===== config.mk =====
export PLATFORM = sky130hd
export DESIGN_NAME = size_class_segment_cache_unit
export DESIGN_NICKNAME = d
export VERILOG_FILES = /design/src/rtl/scsc_pkg.sv /design/src/rtl/size_class_segment_cache_unit.sv /design/src/rtl/scsc_ram.sv /design/src/rtl/scsc_size_dec.sv /design/src/rtl/scsc_cfg.sv
export SDC_FILE = /design/constraint.sdc
export NUM_CORES = 2
export LEC_CHECK = 0
export ABC_AREA = 1
export BUFFER_PORTS_ARGS = -buffer_cell sky130_fd_sc_hd__buf_2
export CORE_ASPECT_RATIO = 0.5
export CORE_MARGIN = 8
export CORE_UTILIZATION = 45
export DETAILED_ROUTE_END_ITERATION = 7
export PLACE_DENSITY = 0.64
export SLEW_MARGIN = 20
export SYNTH_ARGS = -nofsm -noshare
export SYNTH_HDL_FRONTEND = slang
export SYNTH_SLANG_ARGS = --single-unit

===== constraint.sdc =====
create_clock -name clk -period 23.9 [get_ports clk]
set_input_delay 2.39 -clock clk [delete_from_list [all_inputs] [get_ports clk]]
set_output_delay 2.39 -clock clk [all_outputs]
set_load 0.01 [all_outputs]

===== src/rtl/scsc_pkg.sv =====
package scsc_pkg;

  localparam int NUM_BINS_DEF   = 4;
  localparam int BIN_DEPTH_DEF  = 8;
  localparam int PAGE_BYTES_DEF = 4096;

  localparam int CAP_W = 4;
  localparam logic [CAP_W-1:0] CAP_RESET = 4'd8;

  localparam int APB_AW = 3;
  localparam int APB_DW = 32;
  localparam logic [0:0] REG_BIN_CAPACITY = 1'b0;

  localparam logic [1:0] CMD_ADD   = 2'd0;
  localparam logic [1:0] CMD_GET   = 2'd1;
  localparam logic [1:0] CMD_FLUSH = 2'd2;

  typedef struct packed {
    logic [1:0]         cmd;
    logic [30:0]        size_bytes;
    logic signed [31:0] in_seg_id;
    logic [31:0]        in_attach_addr;
    logic [31:0]        in_gpu_addr;
    logic [31:0]        in_heap_addr;
  } req_word_t;

  typedef struct packed {
    logic        ok;
    logic [30:0] out_seg_id;
    logic [31:0] out_attach_addr;
    logic [31:0] out_gpu_addr;
    logic [31:0] out_heap_addr;
  } rsp_word_t;

  typedef struct packed {
    logic [30:0] seg_id;
    logic [31:0] attach_addr;
    logic [31:0] gpu_addr;
    logic [31:0] heap_addr;
  } entry_t;

endpackage


===== src/rtl/size_class_segment_cache_unit.sv =====
// add, flush and refused commands: the result is registered as the word is accepted
// get hit: the entry memory read is registered, then the result when the output is free
// throughput: 1 word per cycle for add and flush unless stalled; get hits block new words
// rst is synchronous, active high: clears all bin fill counts and sets bin_capacity to 8
// the entry memory is not cleared; entries at or above a bin's fill count are never read
module size_class_segment_cache_unit #(
  parameter int NUM_BINS   = scsc_pkg::NUM_BINS_DEF,
  parameter int BIN_DEPTH  = scsc_pkg::BIN_DEPTH_DEF,
  parameter int PAGE_BYTES = scsc_pkg::PAGE_BYTES_DEF
) (
  input  logic                        clk,
  input  logic                        rst,
  input  logic                        req_valid,
  output logic                        req_stall,
  input  scsc_pkg::req_word_t         req_word,
  output logic                        rsp_valid,
  input  logic                        rsp_stall,
  output scsc_pkg::rsp_word_t         rsp_word,
  input  logic                        psel,
  input  logic                        penable,
  input  logic                        pwrite,
  input  logic [scsc_pkg::APB_AW-1:0] paddr,
  input  logic [scsc_pkg::APB_DW-1:0] pwdata,
  output logic [scsc_pkg::APB_DW-1:0] prdata,
  output logic                        pready
);

  import scsc_pkg::*;

  localparam int BW    = $clog2(NUM_BINS);
  localparam int FW    = $clog2(BIN_DEPTH + 1);
  localparam int SLOTS = NUM_BINS * BIN_DEPTH;
  localparam int AW    = $clog2(SLOTS);
  localparam int CMPW  = (FW > CAP_W) ? FW : CAP_W;

  typedef enum logic [1:0] {
    ST_IDLE = 2'b01,
    ST_READ = 2'b10
  } state_t;

  state_t           state;
  logic [FW-1:0]    bin_fill [NUM_BINS];
  logic [CAP_W-1:0] bin_capacity;
  logic             size_ok;
  logic [BW-1:0]    bin;
  logic [FW-1:0]    fill_cur;
  logic             has_room;
  logic             add_ok;
  logic             get_hit;
  logic             accept;
  logic             out_free;
  logic [AW-1:0]    slot_base;
  logic             ram_we;
  logic             ram_re;
  logic [AW-1:0]    ram_waddr;
  logic [AW-1:0]    ram_raddr;
  entry_t           wr_entry;
  entry_t           rd_entry;
  rsp_word_t        rsp_word_next;

  scsc_cfg u_cfg (
    .clk          (clk),
    .rst          (rst),
    .psel         (psel),
    .penable      (penable),
    .pwrite       (pwrite),
    .paddr        (paddr),
    .pwdata       (pwdata),
    .prdata       (prdata),
    .pready       (pready),
    .bin_capacity (bin_capacity)
  );

  scsc_size_dec #(
    .NUM_BINS   (NUM_BINS),
    .PAGE_BYTES (PAGE_BYTES)
  ) u_size_dec (
    .size_bytes (req_word.size_bytes),
    .size_ok    (size_ok),
    .bin        (bin)
  );

  scsc_ram #(
    .WIDTH ($bits(entry_t)),
    .DEPTH (SLOTS)
  ) u_entry_ram (
    .clk   (clk),
    .we    (ram_we),
    .waddr (ram_waddr),
    .wdata (wr_entry),
    .re    (ram_re),
    .raddr (ram_raddr),
    .rdata (rd_entry)
  );

  assign req_stall = (state == ST_READ) | (rsp_valid & rsp_stall);
  assign accept    = req_valid & ~req_stall;
  assign out_free  = ~rsp_valid | ~rsp_stall;

  assign fill_cur  = bin_fill[bin];
  assign has_room  = (CMPW'(fill_cur) < CMPW'(bin_capacity)) &&
                     (CMPW'(fill_cur) < CMPW'(BIN_DEPTH));
  assign add_ok    = ~req_word.in_seg_id[31] && (req_word.in_attach_addr != '0) &&
                     size_ok && has_room;
  assign get_hit   = size_ok && (fill_cur != '0);
  assign slot_base = AW'(bin) * AW'(BIN_DEPTH);

  assign ram_we    = accept && (req_word.cmd == CMD_ADD) && add_ok;
  assign ram_re    = accept && (req_word.cmd == CMD_GET) && get_hit;
  assign ram_waddr = slot_base + AW'(fill_cur);
  assign ram_raddr = slot_base + AW'(fill_cur - FW'(1));

  assign wr_entry.seg_id      = req_word.in_seg_id[30:0];
  assign wr_entry.attach_addr = req_word.in_attach_addr;
  assign wr_entry.gpu_addr    = req_word.in_gpu_addr;
  assign wr_entry.heap_addr   = req_word.in_heap_addr;

  // result of a command that does not read the memory
  always_comb begin
    rsp_word_next = '0;
    case (req_word.cmd)
      CMD_ADD: begin
        rsp_word_next.ok = add_ok;
      end
      CMD_FLUSH: begin
        rsp_word_next.ok = 1'b1;
      end
      default: begin
        rsp_word_next.ok = 1'b0;
      end
    endcase
  end

  always_ff @(posedge clk) begin
    if (rst) begin
      for (int i = 0; i < NUM_BINS; i++) begin
        bin_fill[i] <= '0;
      end
    end else if (accept) begin
      if (req_word.cmd == CMD_FLUSH) begin
        for (int i = 0; i < NUM_BINS; i++) begin
          bin_fill[i] <= '0;
        end
      end else if (ram_we) begin
        bin_fill[bin] <= fill_cur + FW'(1);
      end else if (ram_re) begin
        bin_fill[bin] <= fill_cur - FW'(1);
      end
    end
  end

  always_ff @(posedge clk) begin
    if (rst) begin
      state     <= ST_IDLE;
      rsp_valid <= 1'b0;
    end else begin
      case (state)
        ST_IDLE: begin
          if (ram_re) begin
            state     <= ST_READ;
            rsp_valid <= 1'b0;
          end else if (accept) begin
            rsp_valid <= 1'b1;
          end else if (rsp_valid && !rsp_stall) begin
            rsp_valid <= 1'b0;
          end
        end
        ST_READ: begin
          if (out_free) begin
            state     <= ST_IDLE;
            rsp_valid <= 1'b1;
          end
        end
        default: begin
          state     <= ST_IDLE;
          rsp_valid <= 1'b0;
        end
      endcase
    end
  end

  always_ff @(posedge clk) begin
    if (state == ST_IDLE && accept && !ram_re) begin
      rsp_word <= rsp_word_next;
    end else if (state == ST_READ && out_free) begin
      rsp_word.ok              <= 1'b1;
      rsp_word.out_seg_id      <= rd_entry.seg_id;
      rsp_word.out_attach_addr <= rd_entry.attach_addr;
      rsp_word.out_gpu_addr    <= rd_entry.gpu_addr;
      rsp_word.out_heap_addr   <= rd_entry.heap_addr;
    end
  end

`ifndef ASSERT_OFF
  a_read_then_wait: assert property (@(posedge clk) disable iff (rst)
    ram_re |=> (state == ST_READ) && !rsp_valid)
    else $error("get hit did not enter the read state");

  a_no_port_clash: assert property (@(posedge clk) disable iff (rst)
    !(ram_we && ram_re))
    else $error("entry memory written and read in one cycle");

  a_refused_zero: assert property (@(posedge clk) disable iff (rst)
    (rsp_valid && !rsp_word.ok) |-> (rsp_word.out_seg_id == '0) &&
      (rsp_word.out_attach_addr == '0) && (rsp_word.out_gpu_addr == '0) &&
      (rsp_word.out_heap_addr == '0))
    else $error("refused or missed word carries nonzero fields");

  a_push_room: assert property (@(posedge clk) disable iff (rst)
    ram_we |-> (CMPW'(fill_cur) < CMPW'(BIN_DEPTH)))
    else $error("push into a full bin");

  a_fill_bound: assert property (@(posedge clk) disable iff (rst)
    (state == ST_READ) |=> (CMPW'(bin_fill[bin]) <= CMPW'(BIN_DEPTH)))
    else $error("bin fill above depth");
`endif

endmodule


===== src/rtl/scsc_ram.sv =====
module scsc_ram #(
  parameter int WIDTH = 8,
  parameter int DEPTH = 32
) (
  input  logic                     clk,
  input  logic                     we,
  input  logic [$clog2(DEPTH)-1:0] waddr,
  input  logic [WIDTH-1:0]         wdata,
  input  logic                     re,
  input  logic [$clog2(DEPTH)-1:0] raddr,
  output logic [WIDTH-1:0]         rdata
);

  logic [WIDTH-1:0] mem [DEPTH];

  always_ff @(posedge clk) begin
    if (we) begin
      mem[waddr] <= wdata;
    end
    if (re) begin
      rdata <= mem[raddr];
    end
  end

endmodule


===== src/rtl/scsc_size_dec.sv =====
module scsc_size_dec #(
  parameter int NUM_BINS   = 4,
  parameter int PAGE_BYTES = 4096
) (
  input  logic [30:0]                 size_bytes,
  output logic                        size_ok,
  output logic [$clog2(NUM_BINS)-1:0] bin
);

  localparam int BW = $clog2(NUM_BINS);
  localparam logic [31:0] SIZE_LIMIT = 32'((NUM_BINS - 1) * PAGE_BYTES);

  logic [31:0] size_ext;

  assign size_ext = {1'b0, size_bytes};

  // page threshold compares, the highest one passed names the bin
  always_comb begin
    bin = '0;
    for (int j = 1; j < NUM_BINS - 1; j++) begin
      if (size_ext > 32'(j * PAGE_BYTES)) begin
        bin = BW'(j);
      end
    end
    size_ok = (size_bytes != '0) && (size_ext <= SIZE_LIMIT);
  end

endmodule


===== src/rtl/scsc_cfg.sv =====
module scsc_cfg (
  input  logic                        clk,
  input  logic                        rst,
  input  logic                        psel,
  input  logic                        penable,
  input  logic                        pwrite,
  input  logic [scsc_pkg::APB_AW-1:0] paddr,
  input  logic [scsc_pkg::APB_DW-1:0] pwdata,
  output logic [scsc_pkg::APB_DW-1:0] prdata,
  output logic                        pready,
  output logic [scsc_pkg::CAP_W-1:0]  bin_capacity
);

  import scsc_pkg::*;

  logic [0:0] reg_index;
  logic       wr_en;

  assign reg_index = paddr[2:2];
  assign pready    = 1'b1;
  assign wr_en     = psel & penable & pwrite & pready;

  always_ff @(posedge clk) begin
    if (rst) begin
      bin_capacity <= CAP_RESET;
    end else if (wr_en && reg_index == REG_BIN_CAPACITY) begin
      bin_capacity <= pwdata[CAP_W-1:0];
    end
  end

  always_comb begin
    prdata = '0;
    if (reg_index == REG_BIN_CAPACITY) begin
      prdata = APB_DW'(bin_capacity);
    end
  end

endmodule


==> flow_summary_export.csv <==
group,metric,value,unit
status,outcome,"finished, final reports clean",
logic_synthesis,synth_edf_count,4204,
worst_setup_path,slowest_stage,"nand3_4",
logic_synthesis,synth_top_flop_cell,"edfxtp_1",
worst_setup_path,cp_data_arrival_time,10690,ps
logic_synthesis,async_reset_ff_frac,0,
clock_network,cts_resized,0,
placement,dp_hpwl,234000,microns
logic_synthesis,synthMostInstantiatedCell,"nand3_1",
worst_setup_path,path_delay_family,"simple AND/OR/NAND/NOR gates",
clock_network,clkLatencyLatePin,940,ps
global_route,grt_pass1_vias,112650,
worst_setup_path,r2r_slack,16160,ps
logic_synthesis,ys_types,34,
timing,rsz0062_at_grt,"no",
clock_network,cts_buffer_depth,4,
floorplan,die_y,456,microns
global_route,grt_pass1_wl,759000,microns
clock_network,cts_buffers,395,
job,maxCapViolCount,0,
worst_setup_path,critical_path.n_buffers_inverters,5,
routing,wl_per_cell,26.9,microns
global_route,grt_util_all_layers,0.246,
floorplan,start_util,0.453,
timing,min_period_over_period,0.425,
cells_and_area,fin_nets,14204,
clock_network,cts_tree,"yes",
routing,vias,119171,
clock_network,root_buffer,"clkbuf_16",
logic_synthesis,yosysWarnings,0,
timing,tns,0,ps
global_route,grt_max_degree,207,
logic_synthesis,syn_avg_cell_area,12.3,sq um
floorplan,dieArea,409000,sq um
pwr,p_per_area,84.7,nW/um^2
placement,io_buffers,306,
pwr,p_leak,65.9,nW
global_route,grt_overflow,0,
timing,clock.fmax,98.5,MHz
routing,postRouteWirelength,525000,microns
routing,drtAntennaViolNets,0,
routing,drc,0,
timing,drv_slew,0,
worst_setup_path,critPathMaxFanout,85,
cells_and_area,fillers,32636,
logic_synthesis,synth_area_leaders,"edfxtp_1 (72%), nand3_1 (16%), nand2_1 (5.6%)",
timing,setup_violations,0,
logic_synthesis,syn_inst,14186,
logic_synthesis,yosys-top-cells-count,"nand3_1 (5,725), edfxtp_1 (4,204), nand2_1 (2,613), buf_2 (526), clkbuf_1 (364)",
floorplan,core,386000,sq um
cells_and_area,drive_gt1_frac,0.0799,
cells_and_area,area_growth,10.3,%
timing,fin_skew,37.4,ps
worst_hold_path,min_path_type,"reg2reg",
timing,whs,457,ps
worst_setup_path,cp.required,24450,ps
logic_synthesis,netlist_area,175000,sq um
routing,avgViaCountPerCell,6.11,
timing,relSlewSlack,0.174,
worst_setup_path,crit_path_max_incr_delay,1020,ps
worst_setup_path,cp-start-kind,"input port",
clock_network,postCtsHoldBufs,0,
logic_synthesis,synth_top_area_frac,0.723,
worst_setup_path,crit_chain,"buf_2 > nor2_1 > nand2_1 > nor2_1 > nand2_1 > nor2_1 > nor2_1 > nand3_4 > nand3_4 > buf_4 > buf_4 > ha_1 > nand2_2 > nor2_4 > buf_4 > buf_4",
worst_setup_path,crit_path_end_kind,"register",
clock_network,clk_pin_slew,70,ps
global_route,antenna_found_initial,67,
routing,dr.pass1.iters,8,
worst_setup_path,crit_type,"in2reg",
floorplan,rows,161,
logic_synthesis,synth-seq-cells,4338,
routing,drt_iter0_drc,17690,
clock_network,cts_setup_buffers,0,
clock_network,cts_sinks,4338,
clock_network,htree_levels,5,
floorplan,dieWidth,897,microns
timing,tightest_slew,1240,ps
pwr,irDropWorstVdd,0.0644,mV
placement,gp_congestion,0.776,
logic_synthesis,synth_area_leader_cell,"edfxtp_1",
floorplan,ios,366,
timing,fin_crit,10150,ps
timing,hold_violations,0,
logic_synthesis,ys_seq_area_frac,0.739,
## metrics by stage
step	setup WS, ps	cells	utilization	power [mW]	area [sq um]
6_report	13750	19502	0.499	16.3	193000
3_3_place_gp	13020	18719	0.466	10.1	180000
4_1_cts	14010	19448	0.499	16.3	192000
2_1_floorplan	13250	14213	-	9.53	175000
3_5_place_dp	13000	18721	0.466	10.1	180000
5_1_grt	13720	19483	0.499	16.8	192000
## worst min-delay path, delay by kind of cell (launching register included)
family / cells / cell delay (ps)
DFF: 1 / 310
and+or+nand+nor: 1 / 60
AOI/OAI and AO/OA: 1 / 50
## path summary, 6_finish.rpt
kind / startpoint / endpoint / cells after the start
max: req_word[147] / u_entry_ram.mem[14][75]$_DFFE_PP_ / 16
min: rsp_word[27]$_SDFFE_PP0P_ / rsp_word[27]$_SDFFE_PP0P_ / 2
max reg2reg: bin_fill[1][0]$_SDFFCE_PN0P_ / u_entry_ram.rdata[83]$_DFFE_PP_ / 13
min reg2reg: rsp_word[27]$_SDFFE_PP0P_ / rsp_word[27]$_SDFFE_PP0P_ / 2
## where the power goes
part,switching (mW),internal (mW),total [mW]
registers,0.0144,8.38,8.40
clock network,2.80,3.52,6.32
logic,1.18,0.412,1.60
total,4.00,12.3,16.3
## cells by family (layout without fill, tap and decap cells)
| kind of cell | after synthesis | count (layout) | share of synthesized area |
|---|---|---|---|
| other | 2 | 83 | 0.0000430 |
| AND/OR/NAND/NOR | 8468 | 8468 | 0.224 |
| flip-flops | 4338 | 4338 | 0.739 |
| XOR/XNOR | 6 | 6 | 0.000301 |
| adder cells (fa/ha/maj) | 17 | 17 | 0.00130 |
| buffers and inverters | 1203 | 1304 | 0.0316 |
| AO/OA/AOI/OAI | 152 | 152 | 0.00450 |
## flip-flops by register name, indices dropped and copies added, names as in the netlist
signal,flops
rsp_valid,1
rsp_word,128
u_entry_ram.rdata,127
u_entry_ram.mem,4064
state,2
u_cfg.bin_capacity,4
bin_fill,12
## cells in the final DEF (no fill, tap or decap), types with 5 or more instances in the layout
cell type	netlist	final
buf_4	35	184
clkinv_1	0	70
clkinvlp_4	0	11
nor4_1	9	9
nor2_4	1	33
inv_6	0	9
nand2_2	5	5
clkbuf_16	0	406
buf_2	526	306
diode_2	0	54
nand2_1	2613	2611
clkbuf_8	0	14
dfxtp_1	134	134
bufinv_16	0	33
ha_1	15	13
conb_1	2	29
clkbuf_1	364	104
nor2_1	99	67
a21oi_1	136	136
inv_1	43	39
o21ai_0	11	11
buf_12	0	30
inv_8	0	8
edfxtp_1	4204	4204
clkinv_2	0	74
nand3_1	5725	5724
nand4_1	6	6
buf_6	28	6
## routing by layer
| layer | GRT usage | part of all wire |
|---|---|---|
| met5 | 0 | 0.000078 |
| met4 | 0.0934 | 0.037 |
| met3 | 0.0390 | 0.10 |
| met2 | 0.390 | 0.47 |
| met1 | 0.341 | 0.40 |
## layout make-up
type	instances	area, sq um	area share
diodes	54	135	0.000702
clock buffers	524	10700	0.0558
clock inverters	203	1860	0.00968
inverters	49	244	0.00127
multi-input cells	8672	40500	0.211
flip-flops and latches	4338	129000	0.670
well taps	5134	6420	0.0334
repair buffers	528	3640	0.0189
No activity file was read; power rests on OpenSTA's default activity.
